==> src/rtl/tsdq_pkg.sv <==
// Shared types and constants of the task sleep delta queue.
`timescale 1ns / 1ps

package tsdq_pkg;

	localparam int TASK_W   = 4;
	localparam int PRIO_W   = 8;
	localparam int DELTA_W  = 32;
	localparam int KIND_W   = 2;
	localparam int STATUS_W = 2;
	localparam int NUM_IDS  = 16;

	// Request kinds on the input tuser
	localparam logic [KIND_W-1:0] KIND_ADD    = 2'd0;
	localparam logic [KIND_W-1:0] KIND_TICK   = 2'd1;
	localparam logic [KIND_W-1:0] KIND_REMOVE = 2'd2;

	// Result codes on the output tuser
	localparam logic [STATUS_W-1:0] ST_DONE      = 2'd0;
	localparam logic [STATUS_W-1:0] ST_REJECT    = 2'd1;
	localparam logic [STATUS_W-1:0] ST_WOKEN     = 2'd2;
	localparam logic [STATUS_W-1:0] ST_IDLE_TICK = 2'd3;

	// Operation broadcast to every cell
	typedef enum logic [2:0] {
		OP_HOLD,
		OP_INSERT,
		OP_REMOVE,
		OP_POP,
		OP_HEAD_DEC
	} cell_op_t;

	// Sequencer states
	typedef enum logic [1:0] {
		S_IDLE,
		S_WALK,
		S_WAKE
	} fsm_t;

	typedef struct packed {
		cell_op_t            op;
		logic [TASK_W-1:0]   task_id;
		logic [PRIO_W-1:0]   prio;
	} cell_cmd_t;

	// Contents of one slot as seen by its neighbours
	typedef struct packed {
		logic                valid;
		logic [TASK_W-1:0]   task_id;
		logic [PRIO_W-1:0]   prio;
		logic [DELTA_W-1:0]  delta;
	} cell_data_t;

	// Search token that walks down the chain, carrying the remaining wait
	typedef struct packed {
		logic                tok;
		logic [DELTA_W-1:0]  rem;
	} tok_t;

endpackage

==> src/rtl/tsdq_ctrl.sv <==
// Sequencer: request intake, sleep flags, queue length and result register.
`timescale 1ns / 1ps

module tsdq_ctrl #(
	parameter int MAX_TASKS = 16
) (
	input  logic                              clk,
	input  logic                              arst_n,
	input  logic                              in_valid,
	output logic                              in_ready,
	input  logic [tsdq_pkg::KIND_W-1:0]       in_kind,
	input  logic [tsdq_pkg::TASK_W-1:0]       in_task,
	input  logic [tsdq_pkg::DELTA_W-1:0]      in_ticks,
	input  logic [tsdq_pkg::PRIO_W-1:0]       in_prio,
	output logic                              out_valid,
	input  logic                              out_ready,
	output logic [tsdq_pkg::STATUS_W-1:0]     out_status,
	output logic [tsdq_pkg::TASK_W-1:0]       out_task,
	output logic                              out_last,
	input  tsdq_pkg::cell_data_t              head,
	input  tsdq_pkg::cell_data_t              second,
	input  logic                              hit,
	output tsdq_pkg::cell_cmd_t               cmd,
	output tsdq_pkg::tok_t                    start
);

	localparam int LW = $clog2(MAX_TASKS + 1);

	tsdq_pkg::fsm_t                  state_q, state_nxt;
	logic [LW-1:0]                   len_q;
	logic [tsdq_pkg::NUM_IDS-1:0]    sleep_q;
	logic [tsdq_pkg::TASK_W-1:0]     req_task_q;
	logic [tsdq_pkg::PRIO_W-1:0]     req_prio_q;
	logic                            m_valid_q;
	logic [tsdq_pkg::STATUS_W-1:0]   status_q;
	logic [tsdq_pkg::TASK_W-1:0]     task_out_q;
	logic                            last_q;

	logic                            out_free;
	logic                            take;
	logic                            full;
	logic                            wake_last;
	logic                            emit;
	logic [tsdq_pkg::STATUS_W-1:0]   emit_status;
	logic [tsdq_pkg::TASK_W-1:0]     emit_task;
	logic                            emit_last;
	logic                            len_inc, len_dec;
	logic                            flag_set, flag_clr;
	logic [tsdq_pkg::TASK_W-1:0]     flag_idx;

	assign out_free  = !m_valid_q || out_ready;
	assign in_ready  = (state_q == tsdq_pkg::S_IDLE) && out_free;
	assign take      = in_valid && in_ready;
	assign full      = (len_q == LW'(MAX_TASKS));
	assign wake_last = !(second.valid && (second.delta == '0));

	// Next state
	always_comb begin
		state_nxt = state_q;
		case (state_q)
			tsdq_pkg::S_IDLE: begin
				if (take) begin
					if ((in_kind == tsdq_pkg::KIND_ADD) && !sleep_q[in_task] && !full) begin
						state_nxt = tsdq_pkg::S_WALK;
					end else if ((in_kind == tsdq_pkg::KIND_TICK) && head.valid &&
					             (head.delta <= tsdq_pkg::DELTA_W'(1))) begin
						state_nxt = tsdq_pkg::S_WAKE;
					end
				end
			end
			tsdq_pkg::S_WALK: begin
				if (hit) begin
					state_nxt = tsdq_pkg::S_IDLE;
				end
			end
			tsdq_pkg::S_WAKE: begin
				if (out_free && wake_last) begin
					state_nxt = tsdq_pkg::S_IDLE;
				end
			end
			default: begin
				state_nxt = tsdq_pkg::S_IDLE;
			end
		endcase
	end

	// Cell commands, results and bookkeeping
	always_comb begin
		cmd.op      = tsdq_pkg::OP_HOLD;
		cmd.task_id = req_task_q;
		cmd.prio    = req_prio_q;
		start.tok   = 1'b0;
		start.rem   = in_ticks;
		emit        = 1'b0;
		emit_status = tsdq_pkg::ST_DONE;
		emit_task   = '0;
		emit_last   = 1'b1;
		len_inc     = 1'b0;
		len_dec     = 1'b0;
		flag_set    = 1'b0;
		flag_clr    = 1'b0;
		flag_idx    = req_task_q;
		case (state_q)
			tsdq_pkg::S_IDLE: begin
				cmd.task_id = in_task;
				flag_idx    = in_task;
				if (take) begin
					emit = 1'b1;
					case (in_kind)
						tsdq_pkg::KIND_ADD: begin
							if (sleep_q[in_task] || full) begin
								emit_status = tsdq_pkg::ST_REJECT;
							end else begin
								emit      = 1'b0;
								start.tok = 1'b1;
							end
						end
						tsdq_pkg::KIND_REMOVE: begin
							if (sleep_q[in_task]) begin
								cmd.op   = tsdq_pkg::OP_REMOVE;
								len_dec  = 1'b1;
								flag_clr = 1'b1;
							end
						end
						tsdq_pkg::KIND_TICK: begin
							emit_status = tsdq_pkg::ST_IDLE_TICK;
							if (head.valid) begin
								cmd.op = tsdq_pkg::OP_HEAD_DEC;
								if (head.delta <= tsdq_pkg::DELTA_W'(1)) begin
									emit = 1'b0;
								end
							end
						end
						default: begin
							emit_status = tsdq_pkg::ST_DONE;
						end
					endcase
				end
			end
			tsdq_pkg::S_WALK: begin
				if (hit) begin
					cmd.op   = tsdq_pkg::OP_INSERT;
					emit     = 1'b1;
					len_inc  = 1'b1;
					flag_set = 1'b1;
				end
			end
			tsdq_pkg::S_WAKE: begin
				flag_idx = head.task_id;
				if (out_free) begin
					cmd.op      = tsdq_pkg::OP_POP;
					emit        = 1'b1;
					emit_status = tsdq_pkg::ST_WOKEN;
					emit_task   = head.task_id;
					emit_last   = wake_last;
					len_dec     = 1'b1;
					flag_clr    = 1'b1;
				end
			end
			default: begin
				cmd.op = tsdq_pkg::OP_HOLD;
			end
		endcase
	end

	// Control registers
	always_ff @(posedge clk or negedge arst_n) begin
		if (!arst_n) begin
			state_q   <= tsdq_pkg::S_IDLE;
			len_q     <= '0;
			sleep_q   <= '0;
			m_valid_q <= 1'b0;
		end else begin
			state_q <= state_nxt;
			if (len_inc) begin
				len_q <= len_q + LW'(1);
			end else if (len_dec) begin
				len_q <= len_q - LW'(1);
			end
			if (flag_set) begin
				sleep_q[flag_idx] <= 1'b1;
			end else if (flag_clr) begin
				sleep_q[flag_idx] <= 1'b0;
			end
			if (emit) begin
				m_valid_q <= 1'b1;
			end else if (out_ready) begin
				m_valid_q <= 1'b0;
			end
		end
	end

	// Request and result payload
	always_ff @(posedge clk) begin
		if (take) begin
			req_task_q <= in_task;
			req_prio_q <= in_prio;
		end
		if (emit) begin
			status_q   <= emit_status;
			task_out_q <= emit_task;
			last_q     <= emit_last;
		end
	end

	assign out_valid  = m_valid_q;
	assign out_status = status_q;
	assign out_task   = task_out_q;
	assign out_last   = last_q;

	// Flags and length agree
	a_flags_len: assert property (@(posedge clk) disable iff (!arst_n)
		$countones(sleep_q) == int'(len_q))
		else $error("sleep flags disagree with queue length");

	a_len_max: assert property (@(posedge clk) disable iff (!arst_n)
		len_q <= LW'(MAX_TASKS))
		else $error("queue length beyond capacity");

	a_walk_quiet: assert property (@(posedge clk) disable iff (!arst_n)
		(state_q == tsdq_pkg::S_WALK) |-> !m_valid_q)
		else $error("result pending during insert search");

	a_wake_head: assert property (@(posedge clk) disable iff (!arst_n)
		(state_q == tsdq_pkg::S_WAKE) |-> (head.valid && (head.delta == '0)))
		else $error("wake with no expired head");

	a_hit_walk: assert property (@(posedge clk) disable iff (!arst_n)
		hit |-> (state_q == tsdq_pkg::S_WALK))
		else $error("search token outside insert search");

endmodule

==> config.mk <==
export PLATFORM = sky130hd
export DESIGN_NAME = tsdq_ctrl
export DESIGN_NICKNAME = d
export VERILOG_FILES = /design/src/rtl/tsdq_pkg.sv /design/src/rtl/tsdq_ctrl.sv
export SDC_FILE = /design/constraint.sdc
export NUM_CORES = 1
export LEC_CHECK = 0
export BUFFER_PORTS_ARGS = -buffer_cell sky130_fd_sc_hd__buf_2
export CORE_MARGIN = 4
export CORE_UTILIZATION = 41
export CTS_BUF_LIST = sky130_fd_sc_hd__clkbuf_8 sky130_fd_sc_hd__clkbuf_16
export DETAILED_ROUTE_END_ITERATION = 12
export PLACE_DENSITY = 0.81
export SLEW_MARGIN = 20
export SYNTH_ARGS = -nofsm -noshare
export SYNTH_HDL_FRONTEND = slang
export SYNTH_SLANG_ARGS = --single-unit
==> constraint.sdc <==
create_clock -name clk -period 2.8 [get_ports clk]
set_input_delay 0.42 -clock clk [delete_from_list [all_inputs] [get_ports clk]]
set_output_delay 0.42 -clock clk [all_outputs]
set_load 0.1 [all_outputs]
=== Yosys cells after proc, flatten, opt, wreduce, memory -nomap -nowiden ===
Index checks and enable logic that the tools add are counted.

* Register bits: 43
* Input bits: 141
* Output and inout port bits: 57

* $add $sub $neg: 2
* Magnitude comparators: 4
* Equal/unequal tests: 9
* Multiplexer cells: 47
* Bitwise gates (word level): 3
* Reductions and logical operators: 22

{| class="wikitable"
|+ Operator list
! kind !! number
|-
| 32-bit by 1-bit <= comparator with 1-bit output (second input constant) || 1
|-
| 32-bit zero test || 1
|-
| 16-bit two-way mux || 2
|-
| 1-bit two-way mux || 20
|-
| 2-bit two-way mux || 9
|-
| 16-bit bitwise AND || 1
|-
| 16-bit NOT || 1
|-
| 16-bit bitwise OR || 1
|-
| 4-bit by 5-bit < comparator with 1-bit output (second input constant) || 2
|-
| 5-bit two-way mux || 2
|-
| 1-bit logical AND || 9
|-
| 3-bit case mux with 3 select lines || 1
|-
| 2-bit case mux with 2 select lines || 2
|-
| 4-bit case mux with 2 select lines || 1
|-
| 3-bit two-way mux || 2
|-
| 2-bit != test (second input constant) || 3
|-
| 2-bit case mux with 3 select lines || 1
|-
| 3-bit case mux with 2 select lines || 1
|-
| 5-bit by 1-bit adder with 5-bit output (second input constant) || 1
|-
| 5-bit equality test (second input constant) || 1
|-
| 5-bit by 1-bit subtractor with 5-bit output (second input constant) || 1
|-
| 1-bit binary-select mux with 4-bit select || 1
|-
| 1-bit demux with 4-bit select || 1
|-
| 2-bit by 1-bit equality test with 1-bit output (second input constant) || 2
|-
| 12 further kinds || 20
|}

=== Longest topological paths before layout ===
* Depth in word-level cells: 10
* Depth in mapped cells: 11

=== Least setup slack after synthesis ===
OpenSTA, ideal clock, no wires.

* Kind: reg-to-output
* From: register m_valid_q (netlist: out_valid)
* To: output start[32] (netlist bit)
* Arrival: 5.170 ns
* Data required time: 2.380 ns
* Slack: -2.790 ns
* Stages on the path, launching flop included: 6
* Path buffers: 0
* Path through: dfrtp_1 > nor2b_1 > nor2_1 > and2_1 > nand2_1 > nor3_1

{| class="wikitable"
|+ RTL lines
! what !! line !! text
|-
| start, declared || tsdq_ctrl.sv:34 || <nowiki>logic m_valid_q;</nowiki>
|-
| start signal, assigned || tsdq_ctrl.sv:172 || <nowiki>m_valid_q <= 1'b0;</nowiki>
|-
| start signal, assigned || tsdq_ctrl.sv:186 || <nowiki>m_valid_q <= 1'b1;</nowiki>
|-
| start signal, assigned || tsdq_ctrl.sv:188 || <nowiki>m_valid_q <= 1'b0;</nowiki>
|-
| end, declared || tsdq_ctrl.sv:24 || <nowiki>output tsdq_pkg::tok_t start</nowiki>
|}

==> flow_summary.html <==
<table>
<tr><th>Metric</th><th>Value</th></tr>
<tr><th colspan="2">Logic synthesis</th></tr>
<tr><td>Register bit count reported by yosys</td><td>43</td></tr>
<tr><td>Post-synthesis async set-or-reset flop share</td><td>between 50% and 60%</td></tr>
<tr><td>Avg Inst Size Synth</td><td>about 10 sq um</td></tr>
<tr><td>Top cell types by occurrence after synthesis</td><td>sky130_fd_sc_hd__nor3_1 (33), sky130_fd_sc_hd__buf_4 (32), sky130_fd_sc_hd__dfrtp_1 (24)</td></tr>
<tr><td>Sequential share of the synthesized area</td><td>between 40% and 50%</td></tr>
<tr><td>Synthesized area</td><td>approximately 2700 sq um</td></tr>
<tr><td>Cell type contributing the most total cell area after synthesis</td><td>sky130_fd_sc_hd__dfrtp_1</td></tr>
<tr><td>Library cells used by synthesis</td><td>48</td></tr>
<tr><td>Count of flip-flops with a built-in enable after synthesis</td><td>19</td></tr>
<tr><td>Count of synthesis-stage warnings from yosys</td><td>0</td></tr>
<tr><td>Cell with the most instances after synthesis</td><td>sky130_fd_sc_hd__nor3_1</td></tr>
<tr><td>Synth top area cells</td><td>sky130_fd_sc_hd__dfrtp_1 (22%), sky130_fd_sc_hd__edfxtp_1 (21%), sky130_fd_sc_hd__buf_4 (8.9%)</td></tr>
<tr><td>Primary flip-flop cell chosen by synthesis mapping</td><td>sky130_fd_sc_hd__dfrtp_1</td></tr>
<tr><td>Syn Inst Count</td><td>roughly 260</td></tr>
<tr><td>Top-area cell type share of the netlist area</td><td>around 22%</td></tr>
<tr><td>Synth Net Count</td><td>407</td></tr>
<tr><th colspan="2">Finish</th></tr>
<tr><td>Filler cell count in the final layout</td><td>between 500 and 600</td></tr>
<tr><td>Total inserted antenna cells</td><td>0</td></tr>
<tr><td>Fraction of final layout cells sized beyond drive strength 1</td><td>between 40% and 50%</td></tr>
<tr><td>Layout Area Growth over Synthesis</td><td>21.2%</td></tr>
<tr><td>Finished Core Util</td><td>51.4%</td></tr>
<tr><td># nets final</td><td>approximately 490</td></tr>
<tr><td>Post-route cell area</td><td>3290 sq um</td></tr>
<tr><th colspan="2">Placement</th></tr>
<tr><td>Detailed placer's ending HPWL</td><td>between 5 and 6 mm</td></tr>
<tr><td>Placed standard-cell area</td><td>approximately 3200 sq um</td></tr>
<tr><td>Placer Congestion</td><td>slightly above 0.9</td></tr>
<tr><td>Port Buffers</td><td>between 100 and 150</td></tr>
<tr><th colspan="2">Route</th></tr>
<tr><td>Drt total wl</td><td>6.87 mm</td></tr>
<tr><td>Detailed-router iteration count before antenna repair</td><td>5</td></tr>
<tr><td>Routed len/inst</td><td>approximately 16 um</td></tr>
<tr><td>Number of antenna-violating nets in the routed design</td><td>0</td></tr>
<tr><td>Drt via density</td><td>5.50</td></tr>
<tr><td>DRC Markers</td><td>0</td></tr>
<tr><td>Total via count after detailed routing</td><td>~2300</td></tr>
<tr><td>Number of DRC markers in iteration 0</td><td>between 150 and 200</td></tr>
<tr><th colspan="2">Timing</th></tr>
<tr><td>Max-slew violation count</td><td>0</td></tr>
<tr><td>Tcrit/Tclk final</td><td>a little over nine tenths</td></tr>
<tr><td>Final setup violation count</td><td>0</td></tr>
<tr><td>Least-Margin Pin Slew</td><td>roughly 650 ps</td></tr>
<tr><td>Worst-case headroom to the max-slew limit</td><td>~56%</td></tr>
<tr><td>Number of endpoints with negative hold slack in the final report</td><td>0</td></tr>
<tr><td>Worst-case hold slack</td><td>approximately 100 ps</td></tr>
<tr><td>Minimum clock period after layout</td><td>between 2000 and 3000 ps</td></tr>
<tr><td>Setup repair after global routing missed its margin</td><td>no</td></tr>
<tr><td>Post-Route Setup TNS</td><td>0 ps</td></tr>
<tr><td>Peak clock frequency supported by timing</td><td>~370 MHz</td></tr>
<tr><td>Worst setup skew after layout</td><td>roughly 3.6 ps</td></tr>
<tr><th colspan="2">Worst setup path</th></tr>
<tr><td>WP data arrival</td><td>2290 ps</td></tr>
<tr><td>Worst path top cell family by delay</td><td>multiplexers</td></tr>
<tr><td>Cell with the largest stage delay on the worst path</td><td>sky130_fd_sc_hd__mux4_2</td></tr>
<tr><td>CP Launch Type</td><td>flip-flop</td></tr>
<tr><td>Crit path required time</td><td>around 2400 ps</td></tr>
<tr><td>Category of the critical setup timing path</td><td>flip-flop to output port</td></tr>
<tr><td>Cell chain of the critical path</td><td>mux4_2 &gt; mux2_2 &gt; a221oi_1 &gt; buf_4 &gt; inv_1 &gt; buf_2</td></tr>
<tr><td>Crit path largest cell delay</td><td>approximately 470 ps</td></tr>
<tr><td>Type of element capturing the critical path</td><td>output port</td></tr>
<tr><td>Buffering stage count on the worst path with inverters included</td><td>3</td></tr>
<tr><td>Critical path fanouts, max</td><td>3</td></tr>
<tr><th colspan="2">Clock tree</th></tr>
<tr><td>Clock buffer count from CTS</td><td>5</td></tr>
<tr><td>CTS clk-pin slew, worst paths</td><td>80 ps</td></tr>
<tr><td>Clock tree from TritonCTS</td><td>built</td></tr>
<tr><td>Latest clock arrival within the worst-skew pair</td><td>300 ps</td></tr>
<tr><td>Setup bufs post-CTS</td><td>0</td></tr>
<tr><td>Cts hold-fix bufs</td><td>0</td></tr>
<tr><td>Clock tree root buffer cell</td><td>sky130_fd_sc_hd__clkbuf_8</td></tr>
<tr><td>Maximum buffer depth of the clock tree</td><td>2</td></tr>
<tr><td>H-tree level count</td><td>2</td></tr>
<tr><td>Count of clock tree sinks</td><td>43</td></tr>
<tr><td>Number of gates given a new drive strength after cts</td><td>0</td></tr>
<tr><th colspan="2">Global routing</th></tr>
<tr><td>Pin count of the biggest net entering global routing</td><td>25</td></tr>
<tr><td>First-pass GRT wire length</td><td>between 10 and 15 mm</td></tr>
<tr><td>Number of global-route vias before repair</td><td>approximately 2300</td></tr>
<tr><td>Aggregate global routing overflow</td><td>0</td></tr>
<tr><td>Overall Global Routing Usage</td><td>between 15 and 20%</td></tr>
<tr><td>Antenna violations before repair</td><td>0</td></tr>
<tr><th colspan="2">Die</th></tr>
<tr><td>Height of the die</td><td>89.3 um</td></tr>
<tr><td>Total die area</td><td>about 8000 sq um</td></tr>
<tr><td>Number of top-level design ports</td><td>approximately 200</td></tr>
<tr><td>Initial core utilization</td><td>42.5%</td></tr>
<tr><td>Number of standard-cell rows in the floorplan</td><td>29</td></tr>
<tr><td>Area of the core</td><td>6390 sq um</td></tr>
<tr><td>Die X</td><td>89.3 um</td></tr>
<tr><th colspan="2">Flow run</th></tr>
<tr><td>Number of maximum-capacitance constraint violations</td><td>0</td></tr>
<tr><th colspan="2">Power and ir drop</th></tr>
<tr><td>Leakage power summed over all cells</td><td>between 1 and 1.5 nW</td></tr>
<tr><td>Max rail drop VDD</td><td>0.000518 V</td></tr>
<tr><td>Power per standard cell area</td><td>between 600 and 700 nW/um^2</td></tr>
<tr><th colspan="2">Outcome</th></tr>
<tr><td>Status</td><td>complete, no violations</td></tr>
<tr><th colspan="2">Hold path</th></tr>
<tr><td>Min-Delay Path Class</td><td>primary input to asynchronous set/reset pin</td></tr>
</table>
[layout make-up]
| cell class | count | area, sq um | share of cell area, % |
|---|---|---|---|
| inverters | 6 | 22.5 | 0.685 |
| clock inverters | 3 | 43.8 | 1.33 |
| multi-input cells | 165 | 1250 | 37.9 |
| repair buffers | 120 | 636 | 19.3 |
| clock buffers | 5 | 68.8 | 2.09 |
| well taps | 77 | 96.3 | 2.93 |
| flip-flops and latches | 43 | 1170 | 35.7 |
[metrics by stage]
| step | setup WS, ps | cells | power (W) |
|---|---|---|---|
| after CTS | 93.2 | 419 | 0.00226 |
| final | 93.2 | 419 | 0.00225 |
| after global placement | 156 | 411 | 0.00174 |
| after floorplan | -239 | 259 | 0.00178 |
| after global routing | 35.6 | 419 | 0.00236 |
| after detailed placement | 116 | 411 | 0.00177 |
[layout by cell type, fill, tap and decap left out, types with 2 or more instances in the layout]
cell type                   count
sky130_fd_sc_hd__inv_1          5
sky130_fd_sc_hd__a21o_1         2
sky130_fd_sc_hd__nand2b_1       4
sky130_fd_sc_hd__xor2_1         3
sky130_fd_sc_hd__nand2_1       15
sky130_fd_sc_hd__mux2_2        10
sky130_fd_sc_hd__o21a_1         2
sky130_fd_sc_hd__nor2_4         2
sky130_fd_sc_hd__nor3_1        32
sky130_fd_sc_hd__a2bb2oi_1     15
sky130_fd_sc_hd__or3_1          3
sky130_fd_sc_hd__edfxtp_1      19
sky130_fd_sc_hd__mux2i_1        5
sky130_fd_sc_hd__o22ai_1        2
sky130_fd_sc_hd__dfrtp_1       23
sky130_fd_sc_hd__mux2_4         2
sky130_fd_sc_hd__o21ai_0        2
sky130_fd_sc_hd__nor4b_1        2
sky130_fd_sc_hd__clkbuf_8       5
sky130_fd_sc_hd__ha_1           6
sky130_fd_sc_hd__buf_4          8
sky130_fd_sc_hd__nand4_1        4
sky130_fd_sc_hd__nor4_1        15
sky130_fd_sc_hd__and2_1         5
sky130_fd_sc_hd__mux4_2         4
sky130_fd_sc_hd__nor2_1         5
sky130_fd_sc_hd__a21oi_1        4
sky130_fd_sc_hd__buf_2        111
[metal layers]
| layer | GRT usage, % | part of all wire (%) | wire length, um |
|---|---|---|---|
| met5 | 0 | 0 | 0 |
| met4 | 6.22 | 2.5 | 172 |
| met3 | 5.25 | 11 | 738 |
| met2 | 29.3 | 49 | 3350 |
| met1 | 21.3 | 38 | 2610 |
[final timing paths]
kind                                              from                         end  slack, ps  cells past startpoint
worst max-delay path                         flip-flop                     cmd[13]         90                      6
worst min-delay path                            arst_n  asynchronous set/reset pin        100                      1
worst max register to register  state_q[1]$_DFFE_PN0P_        len_q[4]$_DFFE_PN0P_        390                      9
worst min register to register    len_q[4]$_DFFE_PN0P_        len_q[4]$_DFFE_PN0P_        480                      1
max in group asynchronous                       arst_n       out_valid$_DFFE_PN0P_       2300                      1
min in group clk                            in_prio[4]     req_prio_q[4]$_DFFE_PP_        290                      1
[worst register-to-register path: stages (launching register included)]
cell and delay, ps:
sky130_fd_sc_hd__dfrtp_1 390, sky130_fd_sc_hd__buf_4 170, sky130_fd_sc_hd__inv_1 140, sky130_fd_sc_hd__and3_1 210, sky130_fd_sc_hd__clkinv_1 200, sky130_fd_sc_hd__fa_1 470
sky130_fd_sc_hd__a21o_1 190, sky130_fd_sc_hd__a21oi_1 170, sky130_fd_sc_hd__mux2i_1 230, sky130_fd_sc_hd__xor2_1 160
[kinds of logic (layout without fill, tap and decap cells)]
family | Yosys count | after routing | share of synthesized area [%]
XOR/XNOR | 4 | 4 | 1.29
AND/OR/NAND/NOR | 98 | 98 | 19.3
multiplexers | 22 | 22 | 10.8
flip-flops | 43 | 43 | 43.2
adder cells (fa/ha/maj) | 7 | 7 | 3.51
buffers and inverters | 51 | 134 | 12.2
AO/OA/AOI/OAI | 34 | 34 | 9.64
[where the power goes]
group	switching, W	internal, W	leakage [nW]
Clock	0.000216	0.000265	0.0581
Combinational	0.000545	0.000318	0.905
Sequential	0.0000960	0.000808	0.485
Total	0.000857	0.00139	1.45
Note: power is estimated with default switching activity, not from simulation.
