===== config.mk =====
export PLATFORM = sky130hd
export DESIGN_NAME = tsdq_cell
export DESIGN_NICKNAME = d
export VERILOG_FILES = /design/src/rtl/tsdq_pkg.sv /design/src/rtl/tsdq_cell.sv
export SDC_FILE = /design/constraint.sdc
export NUM_CORES = 1
export LEC_CHECK = 0
export ABC_CLOCK_PERIOD_IN_PS = 8700
export BUFFER_PORTS_ARGS = -buffer_cell sky130_fd_sc_hd__buf_2
export CAP_MARGIN = 20
export CORE_MARGIN = 1
export CORE_UTILIZATION = 40
export CTS_CLUSTER_DIAMETER = 100
export DETAILED_ROUTE_END_ITERATION = 12
export GPL_TIMING_DRIVEN = 0
export MAX_ROUTING_LAYER = met4
export PLACE_DENSITY = 0.63
export SLEW_MARGIN = 20
export SYNTH_ARGS = -nofsm -noshare
export SYNTH_HDL_FRONTEND = slang
export SYNTH_SLANG_ARGS = --single-unit

===== constraint.sdc =====
create_clock -name clk -period 8.7 [get_ports clk]
set_input_delay 0.435 -clock clk [delete_from_list [all_inputs] [get_ports clk]]
set_output_delay 0.435 -clock clk [all_outputs]
set_load 0.01 [all_outputs]

===== src/rtl/tsdq_pkg.sv =====
// Shared types and constants of the task sleep delta queue.
`timescale 1ns / 1ps

package tsdq_pkg;

	localparam int TASK_W   = 4;
	localparam int PRIO_W   = 8;
	localparam int DELTA_W  = 32;
	localparam int KIND_W   = 2;
	localparam int STATUS_W = 2;
	localparam int NUM_IDS  = 16;

	// Request kinds on the input tuser
	localparam logic [KIND_W-1:0] KIND_ADD    = 2'd0;
	localparam logic [KIND_W-1:0] KIND_TICK   = 2'd1;
	localparam logic [KIND_W-1:0] KIND_REMOVE = 2'd2;

	// Result codes on the output tuser
	localparam logic [STATUS_W-1:0] ST_DONE      = 2'd0;
	localparam logic [STATUS_W-1:0] ST_REJECT    = 2'd1;
	localparam logic [STATUS_W-1:0] ST_WOKEN     = 2'd2;
	localparam logic [STATUS_W-1:0] ST_IDLE_TICK = 2'd3;

	// Operation broadcast to every cell
	typedef enum logic [2:0] {
		OP_HOLD,
		OP_INSERT,
		OP_REMOVE,
		OP_POP,
		OP_HEAD_DEC
	} cell_op_t;

	// Sequencer states
	typedef enum logic [1:0] {
		S_IDLE,
		S_WALK,
		S_WAKE
	} fsm_t;

	typedef struct packed {
		cell_op_t            op;
		logic [TASK_W-1:0]   task_id;
		logic [PRIO_W-1:0]   prio;
	} cell_cmd_t;

	// Contents of one slot as seen by its neighbours
	typedef struct packed {
		logic                valid;
		logic [TASK_W-1:0]   task_id;
		logic [PRIO_W-1:0]   prio;
		logic [DELTA_W-1:0]  delta;
	} cell_data_t;

	// Search token that walks down the chain, carrying the remaining wait
	typedef struct packed {
		logic                tok;
		logic [DELTA_W-1:0]  rem;
	} tok_t;

endpackage


===== src/rtl/tsdq_cell.sv =====
// One slot of the delta list: task, priority, relative wait and search token.
`timescale 1ns / 1ps

module tsdq_cell (
	input  logic                 clk,
	input  logic                 arst_n,
	input  logic                 head,
	input  tsdq_pkg::cell_cmd_t  cmd,
	input  tsdq_pkg::tok_t       tok_in,
	output tsdq_pkg::tok_t       tok_out,
	input  tsdq_pkg::cell_data_t left,
	output tsdq_pkg::cell_data_t fwd,
	input  tsdq_pkg::cell_data_t right,
	output tsdq_pkg::cell_data_t own,
	input  logic                 before_in,
	output logic                 before_out,
	output logic                 hit
);

	logic                            valid_q;
	logic [tsdq_pkg::TASK_W-1:0]     task_q;
	logic [tsdq_pkg::PRIO_W-1:0]     prio_q;
	logic [tsdq_pkg::DELTA_W-1:0]    delta_q;
	logic                            tok_q;
	logic [tsdq_pkg::DELTA_W-1:0]    rem_q;

	logic                            match;
	logic                            at;
	logic                            stop;
	tsdq_pkg::cell_data_t            nxt;

	// Locate this slot as the point of the current operation
	always_comb begin
		match = valid_q && (cmd.task_id == task_q);
		at    = ((cmd.op == tsdq_pkg::OP_INSERT) && tok_q) ||
		        ((cmd.op == tsdq_pkg::OP_REMOVE) && match) ||
		        ((cmd.op == tsdq_pkg::OP_POP) && head);
		before_out = before_in || at;
	end

	// Stop the token at an empty slot, a later deadline, or a tie with larger prio
	always_comb begin
		stop = !valid_q || (delta_q > rem_q) ||
		       ((delta_q == rem_q) && (cmd.prio < prio_q));
		hit         = tok_q && stop;
		tok_out.tok = tok_q && !stop;
		tok_out.rem = rem_q - delta_q;
	end

	// Offer contents to both neighbours; the successor of an insert loses the new wait
	always_comb begin
		own.valid   = valid_q;
		own.task_id = task_q;
		own.prio    = prio_q;
		own.delta   = delta_q;
		fwd         = own;
		if (tok_q) begin
			fwd.delta = delta_q - rem_q;
		end
	end

	// Shift, load or count down
	always_comb begin
		nxt = own;
		case (cmd.op)
			tsdq_pkg::OP_INSERT: begin
				if (at) begin
					nxt.valid   = 1'b1;
					nxt.task_id = cmd.task_id;
					nxt.prio    = cmd.prio;
					nxt.delta   = rem_q;
				end else if (before_in) begin
					nxt = left;
				end
			end
			tsdq_pkg::OP_REMOVE, tsdq_pkg::OP_POP: begin
				if (at) begin
					nxt       = right;
					nxt.delta = right.delta + delta_q;
				end else if (before_in) begin
					nxt = right;
				end
			end
			tsdq_pkg::OP_HEAD_DEC: begin
				if (head) begin
					nxt.delta = (delta_q > tsdq_pkg::DELTA_W'(1)) ?
					            delta_q - tsdq_pkg::DELTA_W'(1) : '0;
				end
			end
			default: begin
				nxt = own;
			end
		endcase
	end

	// Control state
	always_ff @(posedge clk or negedge arst_n) begin
		if (!arst_n) begin
			valid_q <= 1'b0;
			tok_q   <= 1'b0;
		end else begin
			valid_q <= nxt.valid;
			tok_q   <= tok_in.tok;
		end
	end

	// Payload
	always_ff @(posedge clk) begin
		task_q  <= nxt.task_id;
		prio_q  <= nxt.prio;
		delta_q <= nxt.delta;
		rem_q   <= tok_in.rem;
	end

endmodule


# Word-level counts from Yosys, hierarchy flattened
# Index checks and enable logic that the tools add are counted.
# word_totals
in_bits	142
n_memories	0
reg_bits	78
latchBits	0
romBits	0
output_inout_bits	125
mem_bits_rw	0
# op_classes
n_reduce_logical	19
div	0
n_mux	9
n_addsub	4
n_shift	0
n_mul	0
magnitude_cmp	3
eq_ne	9
n_bitwise	0
# op_table
operator	count
2-to-1 mux 45 bit	4
2-to-1 mux 32 bit	3
case mux 32 bit (3 select lines)	1
subtractor 32 bit	2
adder 32 bit	1
equality test 32 bit	1
greater-than comparator 32 x 1 -> 1 bit, second input constant	1
greater-than comparator 32 bit	1
subtractor 32 x 1 -> 32 bit, second input constant	1
case mux 13 bit (2 select lines)	1
< comparator 8 bit	1
logical AND 1 bit	7
equality test 3 x 2 -> 1 bit, second input constant	2
!= test 3 bit, second input constant	2
logical OR 1 bit	5
equality test 4 bit	1
AND reduction 4 bit	1
equality test 3 x 1 -> 1 bit, second input constant	1
equality test 3 bit, second input constant	1
AND reduction 3 bit	1
nonzero test 3 bit	1
zero test 1 bit	2
!= test 2 bit, second input constant	1
nonzero test 2 bit	1
OR reduction 2 bit	1

# Logic depth before layout (Yosys ltp)
# Gate-level depths: netlist of run 1.
# depth
depth_word	7
mapped_depth	11
mapped_depth_nobuf	10

# Least setup slack after synthesis of run 1
# No wires, ideal clock.
# synth_path
path_type	reg2reg
start	register task_q[3] (netlist bit)
end	register delta_q[0] (netlist bit), enable pin
t_arrival_ps	3407
path_slack_ps	4905
path_stages_with_launch	9
required_ps	8312
cell_sequence	edfxtp_1 xor2_1 nor3_1 a22oi_1 or2_2 buf_2 nand2b_1 nor3b_1 a21o_1
# synth_via
elab_chain_cells	7
elab_cells_between_ends	8
cone_classes	3 x eq/ne; 5 x reduce/logical
# synth_lines
item	line	rtl
start: declaration	tsdq_cell.sv:21	logic [tsdq_pkg::TASK_W-1:0] task_q;
start signal: assignment	tsdq_cell.sv:109	task_q <= nxt.task_id;
equality test 4 bit *	tsdq_cell.sv:34	match = valid_q && (cmd.task_id == task_q);
logical AND 1 bit *	tsdq_cell.sv:34	
logical AND 1 bit *	tsdq_cell.sv:36	((cmd.op == tsdq_pkg::OP_REMOVE) && match) ||
logical OR 1 bit *	tsdq_cell.sv:35	at = ((cmd.op == tsdq_pkg::OP_INSERT) && tok_q) ||
logical OR 1 bit *	tsdq_cell.sv:36	
!= test 3 bit (no source line)	n/a	
AND reduction 4 bit (no source line) *	n/a	
end signal: assignment	tsdq_cell.sv:111	delta_q <= nxt.delta;
end: declaration	tsdq_cell.sv:23	logic [tsdq_pkg::DELTA_W-1:0] delta_q;
# Every way passes the cells marked *; elsewhere a longest branch is shown, timed or not.
# A chain may end at the register's enable or synchronous reset.

==> results of run 1 <==
[routing by layer]
metal  GRT usage [%]  vias to the layer above  share of wire (%)
li1                -                     5490                  -
met1           42.16                     5350                 44
met2           51.13                      547                 46
met3           3.652                       67                7.3
met4           10.25                        0                2.7
met5               -                        -                  0
[worst max-delay path: stages (launching register included)]
cell and delay, ns:
sky130_fd_sc_hd__edfxtp_1 0.59, sky130_fd_sc_hd__inv_1 0.27, sky130_fd_sc_hd__ha_1 0.40, sky130_fd_sc_hd__nor2b_1 0.15, sky130_fd_sc_hd__o21a_1 0.16, sky130_fd_sc_hd__o21ai_0 0.15, sky130_fd_sc_hd__a2111oi_2 0.49, sky130_fd_sc_hd__o211ai_1 0.31
sky130_fd_sc_hd__a2111oi_0 0.76, sky130_fd_sc_hd__nor3_1 0.11, sky130_fd_sc_hd__o31ai_1 0.28, sky130_fd_sc_hd__buf_2 0.19
[power groups by stage]
stage,sequential (mW),clock [mW],combinational (mW)
2_1_floorplan,0.461,0,0.558
3_3_place_gp,0.472,0,0.836
3_5_place_dp,0.472,0,0.842
4_1_cts,0.463,0.424,0.847
5_1_grt,0.468,0.437,0.940
6_report,0.466,0.420,0.858
[synth_stat cells, drive strengths merged (9+ instances only)]
cell type,n
a211oi,22
a21o,63
a21oi,117
a221oi,22
a22oi,17
a31oi,25
and3,18
buf,36
clkbuf,50
dfxtp,32
edfxtp,44
ha,103
inv,102
mux2i,10
nand2,118
nand2b,10
nand3,23
nand4,22
nor2,100
nor3,32
nor4,9
o211ai,9
o21a,14
o21ai,88
o21bai,24
o221ai,10
o22ai,12
o31ai,15
or3,13
xnor2,82
xor2,19
[through the flow]
stage | total power [mW] | area [sq um] | setup slack [ns] | std cells | utilization [%]
after global routing | 1.844 | 12310 | 3.683 | 1962 | 49.04
after detailed placement | 1.313 | 11990 | 4.434 | 1945 | 47.75
after CTS | 1.734 | 12310 | 4.015 | 1962 | 49.04
after global placement | 1.307 | 11960 | 3.209 | 1943 | 47.61
final | 1.743 | 12310 | 4.051 | 1962 | 49.04
after floorplan | 1.019 | 10210 | 4.905 | 1347 | -
[kinds of logic (layout without fill, tap and decap cells)]
family          Yosys count  in the layout
buf+inv                 189            474
fa+ha+maj               106            106
simple gates            380            380
xor+xnor                101            101
compound gates          481            481
mux                      12             12
flops                    78             78
[state kept, by name, summed over array words and instances, names as in the netlist]
signal,count
task_q,4
rem_q,32
tok_q,1
delta_q,32
valid_q,1
prio_q,8
[layout make-up]
cell class / count / share of cell area, %
Timing Repair Buffer: 269 / 11.12
Inverter: 103 / 3.140
Clock buffer: 9 / 1.829
Buffer: 86 / 3.231
Tap cell: 330 / 3.353
Multi-Input combinational cell: 1080 / 60.26
Clock inverter: 7 / 0.7316
Sequential cell: 78 / 16.34
[worst paths after layout]
kind	from	cells past startpoint	end	slack, ns
hold / removal	tok_in[5]	1	rem_q[5]$_DFF_P_	0.17
setup / recovery	delta_q[1]$_DFFE_PP_	11	fwd[31]	4.05
min in group asynchronous	arst_n	2	valid_q$_DFFE_PN0P_	0.40
max in group asynchronous	arst_n	2	tok_q$_DFF_PN0_	8.19
hold reg to reg	rem_q[24]$_DFF_P_	2	delta_q[24]$_DFFE_PP_	0.66
setup reg to reg	delta_q[1]$_DFFE_PP_	9	delta_q[31]$_DFFE_PP_	4.85
[what timing repair did]
item | 4_1_cts | 5_1_grt
hold buffers | 1 | 0
setup buffers | 0 | 0
endpoints found under the hold margin | 2 | 0
setup endpoints to repair | 0 | 0
==> results.json, run 1 <==
{
  "run_status": "finished, final reports clean",
  "xor_xnor_portion_of_the_synthesized_cell_area_pct": 8.663,
  "internal_power_mw": 0.9948,
  "clock_sinks": 78,
  "max_freq_ghz": 0.2151,
  "most-common-layout-cells": "sky130_fd_sc_hd__buf_2 (280), sky130_fd_sc_hd__nand2_1 (118), sky130_fd_sc_hd__a21oi_1 (117)",
  "place.port_buffers": 266,
  "timing.hold.worst.class": "in -> reg",
  "die_x_microns": 161.8,
  "multiInputGateArea_sq_um": 7421,
  "floorplan.initialDensity_pct": 40.67,
  "drtIter0Drc": 1021,
  "cts.root.buffer_cell": "sky130_fd_sc_hd__clkbuf_16",
  "remaining_drc_errors": 0,
  "combPwrFrac_pct": 49.2,
  "grt_setup_unrepaired": "false",
  "route.detailed.wl_per_inst_microns": 20.85,
  "synth.area.mux_share_pct": 1.201,
  "antenna-diode-count": 0,
  "worst_slew_pin_slew_ns": 0.9392,
  "place_congestion": 0.9455,
  "tritoncts.num_buffers": 9,
  "max-vdd-ir-drop_v": 0.0001092,
  "largest_family_of_logic_cells_by_synthesized_area": "compound AO/OA/AOI/OAI gates",
  "ys_async_sr_fraction_pct": 2.564,
  "power_density_nw_per_um2": 141.6,
  "number_of_cells_produced_by_synthesis": 1347,
  "post_synth.cell_area_avg_sq_um": 7.581,
  "drive_gt1_share_pct": 21.38,
  "synth_simple_gate_area_share_pct": 18.11,
  "grt_pass1_vias": 10790,
  "drv_cap": 0,
  "fin_hold_ws_ns": 0.1677,
  "drtAntennaViolNets": 0,
  "detailedPlacementHpwl_microns": 34050,
  "first_pass_iters": 5,
  "report.final.setup_viol": 0,
  "crit_required_ns": 8.27,
  "layout_worst_path_cycle_share_pct": 53.44,
  "cts.clk_slew.worst_paths_ns": 0.08,
  "sequentialPowerShare_pct": 26.7,
  "postCtsResizedCells": 0,
  "post_synth_instance_area_sq_um": 10210,
  "fp.dieH_microns": 161.8,
  "critPathKind": "reg -> out",
  "top_level_ports": 267,
  "std_cell_rows": 58,
  "synth_top_cell_area_share_pct": 12.94,
  "pwr-share-clk_pct": 24.1,
  "synth_sequential_area_ratio_pct": 19.70,
  "grt_antenna_before_repair": 0,
  "grt_first_pass_wirelength_microns": 62280,
  "worst_ep_arrival_time_ns": 4.21,
  "layout_commonest_cell": "sky130_fd_sc_hd__buf_2",
  "netlist.top_cell.by_area": "sky130_fd_sc_hd__edfxtp_1",
  "slew_headroom_pct": 37.39,
  "largest_cells_by_area_after_synthesis": "sky130_fd_sc_hd__edfxtp_1 (13%), sky130_fd_sc_hd__ha_1 (13%), sky130_fd_sc_hd__xnor2_1 (7.0%)",
  "worstSkewPairLatency_ns": 0.36,
  "switchingPower_mw": 0.7485,
  "fin_setup_tns_ns": 0,
  "synth_compound_gate_area_share_pct": 31.43,
  "cp_max_fo": 7,
  "maximum_clock_path_buffer_count": 2,
  "signed_area_change_from_the_synthesized_netlist_to_the_final_layout_pct": 20.60,
  "dieArea_sq_um": 26170,
  "worstSetupEndpointType": "output pin",
  "count_of_state_elements_after_synthesis": 78,
  "timing.final.hold_violations": 0,
  "post_synth_fa_ha_maj_area_fraction_pct": 13.21,
  "detail_route.vias_per_cell": 5.838,
  "synth.yosys.warnings": 0,
  "number_of_flops_mapped_to_enable_cells_by_yosys": 44,
  "fillerInstances": 2688,
  "tritoncts": "built",
  "cellLeakagePower_nw": 5.731,
  "footprint_of_the_flip_flops_and_latches_sq_um": 2012,
  "clock-skew-final_ns": 0.01434,
  "detail_route.wirelength_microns": 40920,
  "mappedNetlistNets": 1595,
  "critical_path.startpoint_type": "register",
  "via_count": 11450,
  "yosysUniqueCellTypes": 82,
  "finalCriticalPeriod_ns": 4.649,
  "drv_slew": 0,
  "pin_count_of_the_biggest_net_entering_global_routing": 30,
  "grt_overflow": 0,
  "htree_levels": 3,
  "sw_frac_of_total_pct": 42.94,
  "layout.nets": 1875,
  "synth-main-ff-cell": "sky130_fd_sc_hd__edfxtp_1",
  "core_sq_um": 25110,
  "global_route.usage.total_pct": 32.04
}
No activity file was read; power rests on OpenSTA's default activity.
==> run 2: changes to the inputs <==
ABC_AREA = 1   (was default)
ABC_CLOCK_PERIOD_IN_PS = 4600   (was 8700)
PLACE_DENSITY = 0.62   (was 0.63)
clock period = 4.6 ns   (was 8.7 ns; I/O delays follow)
==> run 2 against run 1 <==
Critical path depth grew 4. Critical endpoint is now hit. Non-clock buffer count grew 9. Clock skew rose by 0.0023 ns. Final cell count grew 33%. First-iteration DRC count grew 9.0%. Count of clock-buffer cells in the layout grew 1. Worst hold slack worse by 0.024 ns.
==> results.json, run 2 <==
{
  "run_status": "finished, final reports clean",
  "worstSkewPairLatency_ns": 0.37,
  "layout_commonest_cell": "sky130_fd_sc_hd__nand2_1",
  "worst_ep_arrival_time_ns": 3.38,
  "fp.dieH_microns": 169.9,
  "signed_area_change_from_the_synthesized_netlist_to_the_final_layout_pct": 21.73,
  "crit_required_ns": 4.37,
  "cts.root.buffer_cell": "sky130_fd_sc_hd__clkbuf_16",
  "synth_sequential_area_ratio_pct": 17.83,
  "synth_top_cell_area_share_pct": 18.20,
  "drtAntennaViolNets": 0,
  "dp_worst_setup_slack_ns": 1.377,
  "count_of_state_elements_after_synthesis": 78,
  "place_congestion": 0.9743,
  "fin_setup_tns_ns": 0,
  "grt_overflow": 0,
  "max-vdd-ir-drop_v": 0.0001529,
  "placement.cell_area_sq_um": 13120,
  "worstSetupEndpointType": "output pin",
  "mappedNetlistNets": 2156,
  "maximum_clock_path_buffer_count": 2,
  "global_route.usage.total_pct": 35.01,
  "layout.nets": 2468,
  "netlist.top_cell.by_area": "sky130_fd_sc_hd__nand2_1",
  "synth_simple_gate_area_share_pct": 36.25,
  "layout_worst_path_cycle_share_pct": 78.49,
  "htree_levels": 3,
  "hold-path-endpoint": "prio_q[0]$_DFFE_PP_",
  "route.detailed.wl_per_inst_microns": 19.04,
  "post_synth_fa_ha_maj_area_fraction_pct": 11.96,
  "cp_slowest_cell": "sky130_fd_sc_hd__edfxtp_1",
  "fin_area_sq_um": 13730,
  "grt_first_pass_wirelength_microns": 73150,
  "post_synth_instance_area_sq_um": 11280,
  "worst_slew_pin_slew_ns": 0.8494,
  "number_of_flops_mapped_to_enable_cells_by_yosys": 44,
  "largest_family_of_logic_cells_by_synthesized_area": "simple AND/OR/NAND/NOR gates",
  "slew_headroom_pct": 43.37,
  "path_common_cell": "sky130_fd_sc_hd__nand2_1",
  "rrSetupSlack_ns": 1.70,
  "grt_setup_unrepaired": "false",
  "reg2reg_depth": 11,
  "synth.yosys.warnings": 0,
  "die_x_microns": 169.9,
  "floorplan.initialDensity_pct": 40.61,
  "yosysUniqueCellTypes": 46,
  "total_power_mw": 3.231,
  "largest_cells_by_area_after_synthesis": "sky130_fd_sc_hd__nand2_1 (18%), sky130_fd_sc_hd__edfxtp_1 (12%), sky130_fd_sc_hd__ha_1 (11%)",
  "synth.area.mux_share_pct": 0,
  "xor_xnor_portion_of_the_synthesized_cell_area_pct": 5.745,
  "std_cell_rows": 61,
  "post_synth.cell_area_avg_sq_um": 5.912,
  "most-common-layout-cells": "sky130_fd_sc_hd__nand2_1 (547), sky130_fd_sc_hd__inv_1 (294), sky130_fd_sc_hd__buf_2 (284)",
  "timing.hold.worst.class": "in -> reg",
  "cts.repair_timing.setup_buffer_count": 0,
  "via_count": 13490,
  "fillerInstances": 3106,
  "detail_route.wirelength_microns": 49590,
  "crit-reg2reg-launch": "delta_q[1]$_DFFE_PP_",
  "critPathKind": "reg -> out",
  "cp-startpoint": "delta_q[0]$_DFFE_PP_",
  "worstReg2RegEnd": "delta_q[28]$_DFFE_PP_",
  "clock_sinks": 78,
  "synth_compound_gate_area_share_pct": 15.10,
  "synth.top_cells.by_count": "sky130_fd_sc_hd__nand2_1 (547), sky130_fd_sc_hd__inv_1 (294), sky130_fd_sc_hd__nor2_1 (191), sky130_fd_sc_hd__a21oi_1 (141), sky130_fd_sc_hd__nand3_1 (136)",
  "critical_path.top_delay_family": "simple AND/OR/NAND/NOR gates",
  "number_of_cells_produced_by_synthesis": 1908,
  "min-delay-start": "right[32]",
  "report.final.setup_viol": 0,
  "finalCriticalPeriod_ns": 3.610,
  "detail_route.vias_per_cell": 5.179,
  "remaining_drc_errors": 0,
  "power_density_nw_per_um2": 235.3,
  "grt_pass1_vias": 12730,
  "cellLeakagePower_nw": 7.402,
  "worst-path-buf-inv": 3,
  "cp_max_fo": 7,
  "number_of_cells_on_the_critical_path": 15,
  "drtIter0Drc": 1113,
  "fin_hold_ws_ns": 0.1442,
  "dieArea_sq_um": 28880,
  "first_pass_iters": 7,
  "drv_cap": 0,
  "timing.final.hold_violations": 0,
  "drv_slew": 0,
  "synth-main-ff-cell": "sky130_fd_sc_hd__edfxtp_1",
  "max_stage_delay_ns": 0.60,
  "cts.clk_slew.worst_paths_ns": 0.07,
  "detailedPlacementHpwl_microns": 42060,
  "setup_ws_ns": 0.9895,
  "hold_depth": 3,
  "clock-skew-final_ns": 0.01664,
  "yosys.cell_count.top_type": "sky130_fd_sc_hd__nand2_1",
  "tritoncts.num_buffers": 9,
  "layout_top_registers": "delta_q x32, rem_q x32, prio_q x8",
  "max_freq_ghz": 0.2770,
  "pin_count_of_the_biggest_net_entering_global_routing": 22,
  "drive_gt1_share_pct": 16.40,
  "tritoncts": "built",
  "cp_cell_sequence": "inv_1 -> ha_1 -> fa_1 -> o21ai_1 -> nand2_1 -> nand2_1 -> nand2_1 -> nand2_1 -> nand2_1 -> nand2_1 -> nand2_1 -> nand3_1 -> nand2_1 -> inv_1 -> buf_2",
  "critical_path.startpoint_type": "register",
  "top_level_ports": 267,
  "ys_async_sr_fraction_pct": 2.564,
  "place.port_buffers": 266,
  "grt_antenna_before_repair": 1,
  "core_sq_um": 27780
}
[run 2: changes by cell type in the layout (fill, tap and decap cells not counted), moves of 33 or more]
cell and change:
sky130_fd_sc_hd__xnor2_1 -62, sky130_fd_sc_hd__nand3_1 +113, sky130_fd_sc_hd__clkbuf_1 -37, sky130_fd_sc_hd__o21ai_0 +39
sky130_fd_sc_hd__dlygate4sd3_1 +33, sky130_fd_sc_hd__nand2_1 +429, sky130_fd_sc_hd__nor2_1 +92, sky130_fd_sc_hd__xor2_1 +35
sky130_fd_sc_hd__inv_1 +192, sky130_fd_sc_hd__a21o_1 -56
[run 2: how the worst max path moves through the flow]
stage          slack (ns)                    end
2_1_floorplan        1.21   delta_q[0]$_DFFE_PP_
3_3_place_gp        -0.34  delta_q[30]$_DFFE_PP_
3_5_place_dp         1.38                    hit
4_1_cts              0.98                    hit
5_1_grt              0.83                    hit
6_report             0.99                    hit
[run 2: timing repair]
item,in CTS,in global routing
gates resized for setup,0,0
endpoints found under the setup margin,0,0
hold buffers,34,0
hold endpoints to repair,35,0
[run 2: cell families after synthesis]
group / Yosys count
compound gates: 321
xor+xnor: 74
fa+ha+maj: 106
buf+inv: 363
flops: 78
simple gates: 966
[run 2: power breakdown]
part,switching (mW),total (mW),internal [mW]
registers,0.0953,0.893,0.797
clock network,0.329,0.694,0.365
logic,1.05,1.64,0.597
total,1.47,3.23,1.76
[run 2: final cells by class]
class                           count  area, sq um  share of cell area, %
Multi-Input combinational cell   1467         7800                  56.80
Sequential cell                    78         2012                  14.65
Timing Repair Buffer              301         1699                  12.37
Inverter                          300         1126                  8.200
Tap cell                          378        473.0                  3.444
Buffer                             63        354.1                  2.579
Clock buffer                       10        229.0                  1.667
Clock inverter                      6        36.28                 0.2642
Antenna cell                        1        2.502                0.01822
[run 2: layer usage]
layer / wire length [microns] / track usage (%)
met1: 22310 / 46.13
met2: 23050 / 57.18
met3: 2808 / 1.791
met4: 1421 / 11.71
met5: 0 / -
[run 2: per-stage QoR]
step	instances	util [%]
global route	2604	49.43
floorplan	1908	-
global placement	2552	47.10
detailed placement	2553	47.24
CTS	2603	49.42
finish	2604	49.43
[run 2: worst register-to-register path: cells and delay by family (launching register included)]
kind / cells / cell delay (ns)
compound gates: 1 / 0.21
flops: 1 / 0.63
fa+ha+maj: 1 / 0.34
buf+inv: 3 / 0.60
simple gates: 6 / 0.88
==> run 3: changes to the inputs <==
ABC_AREA = 0   (was 1)
ABC_CLOCK_PERIOD_IN_PS = 3310   (was 4600)
PLACE_DENSITY = 0.66   (was 0.62)
clock period = 3.31 ns   (was 4.6 ns; I/O delays follow)
==> run 3 against run 2 <==
The flow now finishes with violations (negative setup slack). Count of clock-buffer cells in the layout rose by 2. Global-route usage fell by 3.2 points. Cell area rose by 2.0%. Sequential share of layout area fell by 0.29 points. Routed wire length fell by 13%. Combinational power rose by 64%. Sequential cell count did not move. Die area fell by 9.4%. Sequential power rose by 33%. Non-clock buffer count rose by 100.
==> results.json, run 3 (synthesis gave the netlist of run 1 again) <==
{
  "run_status": "complete, but fails checks",
  "failing_checks": "negative setup slack",
  "grt_setup_unrepaired": "true",
  "htree_levels": 3,
  "antenna-diode-count": 0,
  "timing.hold.worst.class": "in -> reg",
  "clock_sinks": 78,
  "worstReg2RegEnd": "delta_q[31]$_DFFE_PP_",
  "tritoncts": "built",
  "timing.final.hold_violations": 0,
  "route.detailed.wl_per_inst_microns": 20.83,
  "worstSkewPairLatency_ns": 0.35,
  "worstSetupEndpointType": "output pin",
  "drtAntennaViolNets": 0,
  "placedCellCount": 1943,
  "cp-startpoint": "delta_q[3]$_DFFE_PP_",
  "cts.root.buffer_cell": "sky130_fd_sc_hd__clkbuf_16",
  "report.final.setup_viol": 6,
  "max_freq_ghz": 0.2955,
  "grt_first_pass_wirelength_microns": 61970,
  "place.port_buffers": 266,
  "global_route.usage.total_pct": 31.79,
  "grt_overflow": 0,
  "clock-skew-final_ns": 0.01225,
  "layout.nets": 1984,
  "layout_top_registers": "delta_q x32, rem_q x32, prio_q x8",
  "fp.dieH_microns": 161.8,
  "std_cell_rows": 58,
  "grt_antenna_before_repair": 0,
  "tritoncts.num_buffers": 9,
  "setup_ws_ns": -0.07379,
  "footprint_of_the_flip_flops_and_latches_sq_um": 2012,
  "worst_ep_arrival_time_ns": 3.22,
  "detailedPlacementHpwl_microns": 33630,
  "detail_route.wirelength_microns": 43140,
  "remaining_drc_errors": 0,
  "placement.cell_area_sq_um": 11960,
  "signed_area_change_from_the_synthesized_netlist_to_the_final_layout_pct": 37.23,
  "maximum_clock_path_buffer_count": 2,
  "critical_path.startpoint_type": "register",
  "finish.cell_count_without_fillers": 2071,
  "core_sq_um": 25110,
  "layout_worst_path_cycle_share_pct": 102.2,
  "power_density_nw_per_um2": 358.3,
  "dieArea_sq_um": 26170,
  "floorplan.initialDensity_pct": 40.67,
  "grt_pass1_vias": 11020,
  "max-vdd-ir-drop_v": 0.0002491,
  "reg2reg_depth": 10,
  "layout_commonest_cell": "sky130_fd_sc_hd__buf_2",
  "hold-path-endpoint": "valid_q$_DFFE_PN0P_",
  "slew_headroom_pct": 36.29,
  "critPathKind": "reg -> out",
  "die_x_microns": 161.8,
  "most-common-layout-cells": "sky130_fd_sc_hd__buf_2 (281), sky130_fd_sc_hd__nand2_1 (117), sky130_fd_sc_hd__a21oi_1 (108)",
  "finalCriticalPeriod_ns": 3.384,
  "cts.clk_slew.worst_paths_ns": 0.07,
  "cp_max_fo": 6,
  "top_level_ports": 267,
  "rrSetupSlack_ns": 0.05,
  "crit-reg2reg-launch": "delta_q[5]$_DFFE_PP_",
  "drv_cap": 0,
  "fillerInstances": 2425,
  "cellLeakagePower_nw": 6.389,
  "crit_required_ns": 3.14,
  "via_count": 12020,
  "first_pass_iters": 6,
  "drtIter0Drc": 1197,
  "place_congestion": 0.9669,
  "fin_area_sq_um": 14010,
  "drv_slew": 0,
  "drive_gt1_share_pct": 31.76,
  "detail_route.vias_per_cell": 5.803,
  "hold_depth": 3,
  "worst_slew_pin_slew_ns": 0.9557,
  "multiInputGateArea_sq_um": 8105,
  "pin_count_of_the_biggest_net_entering_global_routing": 33,
  "min-delay-start": "left[44]"
}
-- run 3: per-layer routing --
metal	global-route usage [%]	part of all wire, %	vias up	wire [microns]
li1	-	-	5696	-
met1	41.25	43	5620	18390
met2	50.06	46	608	19700
met3	3.550	7.5	95	3248
met4	13.34	4.2	0	1797
met5	-	0	-	0
-- run 3: cell type report --
| type | instances | share of cell area, % |
|---|---|---|
| multi-input cells | 1080 | 57.84 |
| repair buffers | 393 | 17.05 |
| flip-flops and latches | 78 | 14.36 |
| well taps | 330 | 2.947 |
| inverters | 103 | 2.813 |
| plain buffers | 71 | 2.723 |
| clock buffers | 12 | 1.759 |
| clock inverters | 4 | 0.5090 |
-- run 3: timing repair --
action / in CTS / in global routing
pin swaps: 16 / 49
hold endpoints to repair: 35 / 0
buffers inserted: 40 / 54
gates resized for setup: 82 / 104
gates cloned: 0 / 0
endpoints found under the setup margin: 117 / 38
hold buffers: 34 / 0
-- run 3: worst max-delay path by stage --
| stage | endpoint | cells after the start | slack, ns |
|---|---|---|---|
| floorplan | delta_q[31]$_DFFE_PP_ | 9 | 0.17 |
| global placement | delta_q[6]$_DFFE_PP_ | 9 | -0.85 |
| detailed placement | delta_q[1]$_DFFE_PP_ | 9 | -0.89 |
| CTS | fwd[31] | 12 | -0.12 |
| global route | tok_out[28] | 13 | -0.21 |
| finish | hit | 13 | -0.07 |
-- run 3: per-stage QoR --
step                setup slack [ns]  TNS [ns]  total power [mW]  util [%]  hold WS [ns]
finish                      -0.07379   -0.2662             5.021     55.81        0.1057
global route                 -0.2110    -1.203             5.255     55.81        0.1143
CTS                          -0.1210   -0.2546             4.746     52.46        0.1042
detailed placement           -0.8870    -37.89             3.440     47.64      -0.03194
global placement             -0.8499    -36.39             3.422     47.64      -0.03586
floorplan                     0.1676         0             2.679         -       -0.1301
-- run 3: power by group --
group / internal [mW] / switching, mW
Sequential: 1.11 / 0.0801
Combinational: 1.15 / 1.54
Clock: 0.683 / 0.456
Total: 2.95 / 2.07
-- run 3: worst max-delay path: stages (launching register included) --
cell and delay [ns]:
sky130_fd_sc_hd__edfxtp_1 0.44, sky130_fd_sc_hd__inv_2 0.09, sky130_fd_sc_hd__ha_4 0.27, sky130_fd_sc_hd__buf_6 0.11
sky130_fd_sc_hd__nand4_1 0.12, sky130_fd_sc_hd__buf_4 0.18, sky130_fd_sc_hd__buf_4 0.13, sky130_fd_sc_hd__buf_4 0.14
sky130_fd_sc_hd__nor4_1 0.29, sky130_fd_sc_hd__nand4b_1 0.30, sky130_fd_sc_hd__inv_2 0.17, sky130_fd_sc_hd__o2111ai_4 0.19
sky130_fd_sc_hd__and3_1 0.27, sky130_fd_sc_hd__buf_2 0.15
